==> src/hdl/fca_pkg.sv <==
// ----------------------------------------------------------------------------
// fca_pkg
// Shared types, codes and constants of the chain allocator.
// ----------------------------------------------------------------------------
package fca_pkg;

   localparam int MAX_BLOCKS_DEFAULT = 4096;
   localparam int CFG_W              = 13;
   localparam int BLK_W              = 12;
   localparam int CNT_W              = 13;

   // Table entry codes; any value at or above FIRST_ALLOC is a pointer.
   localparam logic [BLK_W-1:0] ENTRY_FREE  = 12'd0;
   localparam logic [BLK_W-1:0] ENTRY_EOC   = 12'd1;
   localparam logic [BLK_W-1:0] ENTRY_BUSY  = 12'd2;
   localparam logic [BLK_W-1:0] FIRST_ALLOC = 12'd3;

   localparam logic [2:0] OP_FORMAT  = 3'd0;
   localparam logic [2:0] OP_ALLOC   = 3'd1;
   localparam logic [2:0] OP_ADVANCE = 3'd2;
   localparam logic [2:0] OP_FOLLOW  = 3'd3;
   localparam logic [2:0] OP_FREE    = 3'd4;

   localparam logic [1:0] ST_OK     = 2'd0;
   localparam logic [1:0] ST_NOFREE = 2'd1;
   localparam logic [1:0] ST_BADBLK = 2'd2;
   localparam logic [1:0] ST_BROKEN = 2'd3;

   localparam logic CSR_BLOCKS_IDX   = 1'b0;
   localparam logic CSR_RESERVED_IDX = 1'b1;

   localparam logic [CFG_W-1:0] BLOCKS_RESET   = 13'd4096;
   localparam logic [CFG_W-1:0] RESERVED_RESET = 13'd3;

   typedef struct packed {
      logic [2:0]       operation;
      logic [BLK_W-1:0] block;
   } req_type;

   typedef struct packed {
      logic [1:0]       status;
      logic [BLK_W-1:0] block_out;
      logic             end_of_chain;
      logic [CNT_W-1:0] freed_count;
   } rsp_type;

   typedef enum logic [3:0] {
      S_IDLE,
      S_DECODE,
      S_FMT,
      S_SCAN,
      S_EVAL,
      S_LINK,
      S_MARK,
      S_WALK,
      S_FINISH
   } fca_state_type;

   typedef enum logic [1:0] {
      BOUT_ZERO,
      BOUT_FOUND,
      BOUT_NEXT
   } bout_sel_type;

   typedef struct packed {
      logic         load_req;
      logic         fmt_start;
      logic         fmt_write;
      logic         scan_start;
      logic         scan_step;
      logic         rd_blk;
      logic         rd_next;
      logic         wr_link;
      logic         wr_mark;
      logic         free_cur;
      logic         set_res;
      logic [1:0]   res_status;
      bout_sel_type res_bout;
      logic         res_eoc;
      logic         push;
   } cmd_type;

   typedef struct packed {
      logic [2:0] op;
      logic       blk_bad;
      logic       e_free;
      logic       e_eoc;
      logic       e_busy;
      logic       e_ge_lim;
      logic       e_self;
      logic       scan_hit;
      logic       scan_miss;
      logic       fmt_last;
      logic       rsp_free;
   } stat_type;

endpackage

==> src/hdl/fca_controller.sv <==
// ----------------------------------------------------------------------------
// fca_controller
// Sequencer for format, free-block scan, chain follow and chain release.
// ----------------------------------------------------------------------------
module fca_controller
   import fca_pkg::*;
(
   input  logic     clock,
   input  logic     reset,
   input  logic     req_valid,
   output logic     req_ready,
   input  stat_type stat,
   output cmd_type  cmd
);

   fca_state_type state_ff, state_in;

   always_ff @(posedge clock) begin
      if (reset) begin
         state_ff <= S_IDLE;
      end else begin
         state_ff <= state_in;
      end
   end

   always_comb begin
      state_in = state_ff;
      case (state_ff)
         S_IDLE: begin
            if (req_valid) state_in = S_DECODE;
         end
         S_DECODE: begin
            case (stat.op)
               OP_FORMAT: state_in = S_FMT;
               OP_ALLOC:  state_in = S_SCAN;
               OP_ADVANCE, OP_FOLLOW: state_in = stat.blk_bad ? S_FINISH : S_EVAL;
               OP_FREE:   state_in = stat.blk_bad ? S_FINISH : S_WALK;
               default:   state_in = S_FINISH;
            endcase
         end
         S_FMT: begin
            if (stat.fmt_last) state_in = S_FINISH;
         end
         S_SCAN: begin
            if (stat.scan_hit) begin
               state_in = (stat.op == OP_ADVANCE) ? S_LINK : S_MARK;
            end else if (stat.scan_miss) begin
               state_in = S_FINISH;
            end
         end
         S_EVAL: begin
            if (stat.e_eoc && stat.op == OP_ADVANCE) begin
               state_in = S_SCAN;
            end else begin
               state_in = S_FINISH;
            end
         end
         S_LINK: state_in = S_MARK;
         S_MARK: state_in = S_FINISH;
         S_WALK: begin
            if (stat.e_free || stat.e_busy || stat.e_eoc || stat.e_ge_lim || stat.e_self) begin
               state_in = S_FINISH;
            end
         end
         S_FINISH: begin
            if (stat.rsp_free) state_in = S_IDLE;
         end
         default: state_in = S_IDLE;
      endcase
   end

   always_comb begin
      cmd          = '0;
      cmd.res_bout = BOUT_ZERO;
      req_ready    = 1'b0;
      case (state_ff)
         S_IDLE: begin
            req_ready    = 1'b1;
            cmd.load_req = req_valid;
         end
         S_DECODE: begin
            case (stat.op)
               OP_FORMAT: cmd.fmt_start  = 1'b1;
               OP_ALLOC:  cmd.scan_start = 1'b1;
               OP_ADVANCE, OP_FOLLOW, OP_FREE: begin
                  if (stat.blk_bad) begin
                     cmd.set_res    = 1'b1;
                     cmd.res_status = ST_BADBLK;
                  end else begin
                     cmd.rd_blk = 1'b1;
                  end
               end
               default: begin
                  cmd.set_res    = 1'b1;
                  cmd.res_status = ST_OK;
               end
            endcase
         end
         S_FMT: begin
            cmd.fmt_write = 1'b1;
            if (stat.fmt_last) begin
               cmd.set_res    = 1'b1;
               cmd.res_status = ST_OK;
            end
         end
         S_SCAN: begin
            if (!stat.scan_hit) begin
               if (stat.scan_miss) begin
                  cmd.set_res    = 1'b1;
                  cmd.res_status = ST_NOFREE;
                  cmd.res_eoc    = stat.op == OP_ADVANCE;
               end else begin
                  cmd.scan_step = 1'b1;
               end
            end
         end
         S_EVAL: begin
            if (stat.e_free || stat.e_busy) begin
               cmd.set_res    = 1'b1;
               cmd.res_status = ST_BROKEN;
            end else if (stat.e_eoc) begin
               if (stat.op == OP_ADVANCE) begin
                  cmd.scan_start = 1'b1;
               end else begin
                  cmd.set_res    = 1'b1;
                  cmd.res_status = ST_OK;
                  cmd.res_eoc    = 1'b1;
               end
            end else if (stat.e_ge_lim) begin
               cmd.set_res    = 1'b1;
               cmd.res_status = ST_BROKEN;
            end else begin
               cmd.set_res    = 1'b1;
               cmd.res_status = ST_OK;
               cmd.res_bout   = BOUT_NEXT;
            end
         end
         S_LINK: cmd.wr_link = 1'b1;
         S_MARK: begin
            cmd.wr_mark    = 1'b1;
            cmd.set_res    = 1'b1;
            cmd.res_status = ST_OK;
            cmd.res_bout   = BOUT_FOUND;
            cmd.res_eoc    = stat.op == OP_ADVANCE;
         end
         S_WALK: begin
            if (stat.e_free || stat.e_busy) begin
               cmd.set_res    = 1'b1;
               cmd.res_status = ST_BROKEN;
            end else begin
               cmd.free_cur = 1'b1;
               if (stat.e_eoc) begin
                  cmd.set_res    = 1'b1;
                  cmd.res_status = ST_OK;
               end else if (stat.e_ge_lim || stat.e_self) begin
                  cmd.set_res    = 1'b1;
                  cmd.res_status = ST_BROKEN;
               end else begin
                  cmd.rd_next = 1'b1;
               end
            end
         end
         S_FINISH: cmd.push = stat.rsp_free;
         default: begin
            req_ready = 1'b0;
         end
      endcase
   end

`ifndef NO_ASSERTIONS
   a_single_writer: assert property (@(posedge clock) disable iff (reset)
      $countones({cmd.fmt_write, cmd.wr_link, cmd.wr_mark, cmd.free_cur}) <= 1)
      else $error("more than one table write issued in a cycle");

   a_accept_decodes: assert property (@(posedge clock) disable iff (reset)
      (req_valid && req_ready) |=> (state_ff == S_DECODE))
      else $error("accepted request was not decoded");

   a_link_then_mark: assert property (@(posedge clock) disable iff (reset)
      cmd.wr_link |=> cmd.wr_mark)
      else $error("linked block was not marked end of chain");
`endif

endmodule

==> config.mk <==
export PLATFORM = sky130hd
export DESIGN_NAME = fca_controller
export DESIGN_NICKNAME = d
export VERILOG_FILES = /design/src/hdl/fca_pkg.sv /design/src/hdl/fca_controller.sv
export SDC_FILE = /design/constraint.sdc
export NUM_CORES = 1
export LEC_CHECK = 0
export ABC_AREA = 1
export BUFFER_PORTS_ARGS = -buffer_cell sky130_fd_sc_hd__buf_2
export CORE_MARGIN = 4
export CORE_UTILIZATION = 39
export DETAILED_ROUTE_END_ITERATION = 8
export GPL_TIMING_DRIVEN = 0
export PLACE_DENSITY = 0.77
export SYNTH_ARGS = -nofsm -noshare
export SYNTH_HDL_FRONTEND = slang
export SYNTH_SLANG_ARGS = --single-unit
==> constraint.sdc <==
create_clock -name clock -period 1.25 [get_ports clock]
set_input_delay 0.0625 -clock clock [delete_from_list [all_inputs] [get_ports clock]]
set_output_delay 0.0625 -clock clock [all_outputs]
set_load 0.03 [all_outputs]
==> results.sh <==
export IMPL_area_growth_pct=113
export IMPL_placement_io_buffers=33
export IMPL_start_util=0.419
export IMPL_power_density_mw_per_mm2=1040
export IMPL_ys_ff_latch=4
export IMPL_wl_met2_mm=1.92
export IMPL_fin_nets=212
export IMPL_grt_setup_unrepaired="yes"
export IMPL_dieArea_mm2=0.00237
export IMPL_setup_viol=22
export IMPL_drive_above_1_share=0.603
export IMPL_clock_skew_ps=9.22
export IMPL_vias=1332
export IMPL_fill_cells=69
export IMPL_clkSinkCount=4
export IMPL_synth_top_area_share=0.163
export IMPL_period_needed_ps=1620
export IMPL_worstSetupPathType="input pin to output pin"
export IMPL_leakagePower_nw=0.738
export IMPL_final_common_cell="buf_4"
export IMPL_cts_buffers=3
export IMPL_synth_avg_cell_area_um2=4.89
export IMPL_syn_cell_area_um2=646
export IMPL_synthCells=132
export IMPL_drt_total_wl_mm=4.26
export IMPL_outcome="finished with violations"
export IMPL_violations="negative setup slack"
export IMPL_yosysUniqueCellTypes=18
export IMPL_cp_start_kind="input pin"
export IMPL_grt_max_degree=8
export IMPL_cell_internal_pwr_w=0.000705
export IMPL_routabilityCongestion=0.877
export IMPL_synth_area_top_cells="nor2_1 (16%), nand2_1 (15%), nand3_1 (14%)"
export IMPL_antenna_found_initial=0
export IMPL_overflow=0
export IMPL_hold_class="input pin to flip-flop"
export IMPL_ant_nets=0
export IMPL_max_flop_register="state_ff"
export IMPL_wl_met1_mm=1.41
export IMPL_clkLatencyLatePin_ps=250
export IMPL_crit_required_ps=1190
export IMPL_p_seq_frac=0.144
export IMPL_tns_ps=-4960
export IMPL_grt_pass1_vias=1077
export IMPL_place_worst_setup_slack_ps=-225
export IMPL_pin_count=34
export IMPL_drcViolationCount=0
export IMPL_final_cell_mix="buf_4 (23), nor2_1 (22), buf_6 (22)"
export IMPL_syn_nets=148
export IMPL_largest_reg_flops=4
export IMPL_dp_hpwl_mm=1.63
export IMPL_die_height_um=48.7
export IMPL_cap_violations=0
export IMPL_max_slew_margin=0.729
export IMPL_drt_pass1_iter_count=7
export IMPL_cts_htree_levels=1
export IMPL_finalCritPeriodShare=1.30
export IMPL_cp_max_fo=3
export IMPL_grt_pass1_wl_mm=4.88
export IMPL_path_cells="buf_2, nor2_1, nand2_1, nor2_1, nand2_1, a21oi_1, nand3_2, buf_6"
export IMPL_core_mm2=0.00154
export IMPL_vias_per_cell=6.34
export IMPL_switching_share=0.509
export IMPL_cp_slowest_cell="nor2_1"
export IMPL_p_comb_frac=0.736
export IMPL_top_regs="state_ff (4)"
export IMPL_fmax_mhz=616
export IMPL_cp_slowest_stage_delay_ps=330
export IMPL_chipWidth_um=48.7
export IMPL_end_kind="output pin"
export IMPL_peakVddDrop_mv=1.15
export IMPL_synth_top_area_cell="nor2_1"
export IMPL_setup_ws_ps=-374
export IMPL_hold_viol_final=0
export IMPL_routed_top_layer="met4"
export IMPL_routedWlPerCell_um=20.3
export IMPL_route_met3_wl_um=559
export IMPL_initialDrtViolationCount=107
export IMPL_root_buffer="clkbuf_4"
export IMPL_p_sw_w=0.000731
export IMPL_rows=14
export IMPL_worstPathArrival_ps=1560
export IMPL_n_antenna_cell=0
export IMPL_yosysWarnings=0
export IMPL_worst_pin_slew_ps=407
export IMPL_postCtsHoldBufs=0
export IMPL_cts_buffer_depth=2
export IMPL_clk_pin_slew_ps=40
export IMPL_track_usage=0.253
export IMPL_ys_seq_area_frac=0.124
export IMPL_slew_violations=0
export IMPL_cts_tree="built"
export IMPL_pwr_share_clk=0.119
export IMPL_rrSetupSlack_ps=-340
[synth_stat cells (all sizes together)]
cell	number
dfxtp	4
nor4	1
o21ai	4
o21bai	1
nor3	2
nor2	31
nand4	5
o211ai	1
nand3	19
inv	28
buf	1
nand2	27
a21oi	8
[path summary, 6_finish.rpt]
kind	from	to	cells past startpoint
worst min-delay path	reset	state_ff[3]$_SDFFE_PP0P_	2
worst max-delay path	stat[6]	cmd[6]	8
worst max register to register	state_ff[3]$_SDFFE_PP0P_	state_ff[1]$_SDFFE_PP0P_	11
worst min register to register	state_ff[1]$_SDFFE_PP0P_	state_ff[1]$_SDFFE_PP0P_	2
[metrics by stage]
stage | hold slack, ps | power [W] | util | instances | area [µm²]
2_1_floorplan | 132 | 0.000572 | - | 132 | 684
3_3_place_gp | 272 | 0.000707 | 0.564 | 181 | 870
3_5_place_dp | 277 | 0.000719 | 0.564 | 181 | 870
4_1_cts | 18.7 | 0.00114 | 0.791 | 203 | 1220
5_1_grt | 32.5 | 0.00150 | 0.893 | 210 | 1380
6_report | 44.2 | 0.00144 | 0.893 | 210 | 1380
[routing by layer]
| layer | global-route usage | up-vias |
|---|---|---|
| met5 | 0 | - |
| met1 | 0.289 | 587 |
| met2 | 0.441 | 141 |
| met3 | 0.0736 | 56 |
| met4 | 0.0852 | 0 |
| li1 | - | 548 |
[repair_timing]
item / in CTS / in global routing
setup endpoints to repair: 21 / 22
resized for setup: 62 / 30
pin swaps: 16 / 14
buffers inserted: 20 / 7
[power groups by stage]
stage	registers, W	clock network [W]	logic [W]
finish	0.000207	0.000171	0.00106
global route	0.000208	0.000192	0.00110
CTS	0.000192	0.000164	0.000786
detailed placement	0.000180	0	0.000539
global placement	0.000179	0	0.000527
floorplan	0.000175	0	0.000397
[area by class of cell]
type | count | area [µm²] | share of cell area
Clock buffer | 3 | 22.5 | 0.0164
Multi-Input combinational cell | 99 | 628 | 0.456
Tap cell | 16 | 20.0 | 0.0145
Inverter | 28 | 115 | 0.0836
Timing Repair Buffer | 59 | 488 | 0.355
Sequential cell | 4 | 95.1 | 0.0691
Buffer | 1 | 7.51 | 0.00545
[cell families (layout without fill, tap and decap cells)]
group                  count (synthesis)  in the layout  share of synthesized area
buffers and inverters                 29             91                      0.174
AOI/OAI and AO/OA                     14             14                      0.116
DFF                                    4              4                      0.124
and+or+nand+nor                       85             85                      0.585
[critical path: cells and delay by family]
family,cells,cell delay (ps)
compound gates,1,250
simple gates,5,990
buf+inv,2,260
(Power assumes the default switching activity.)
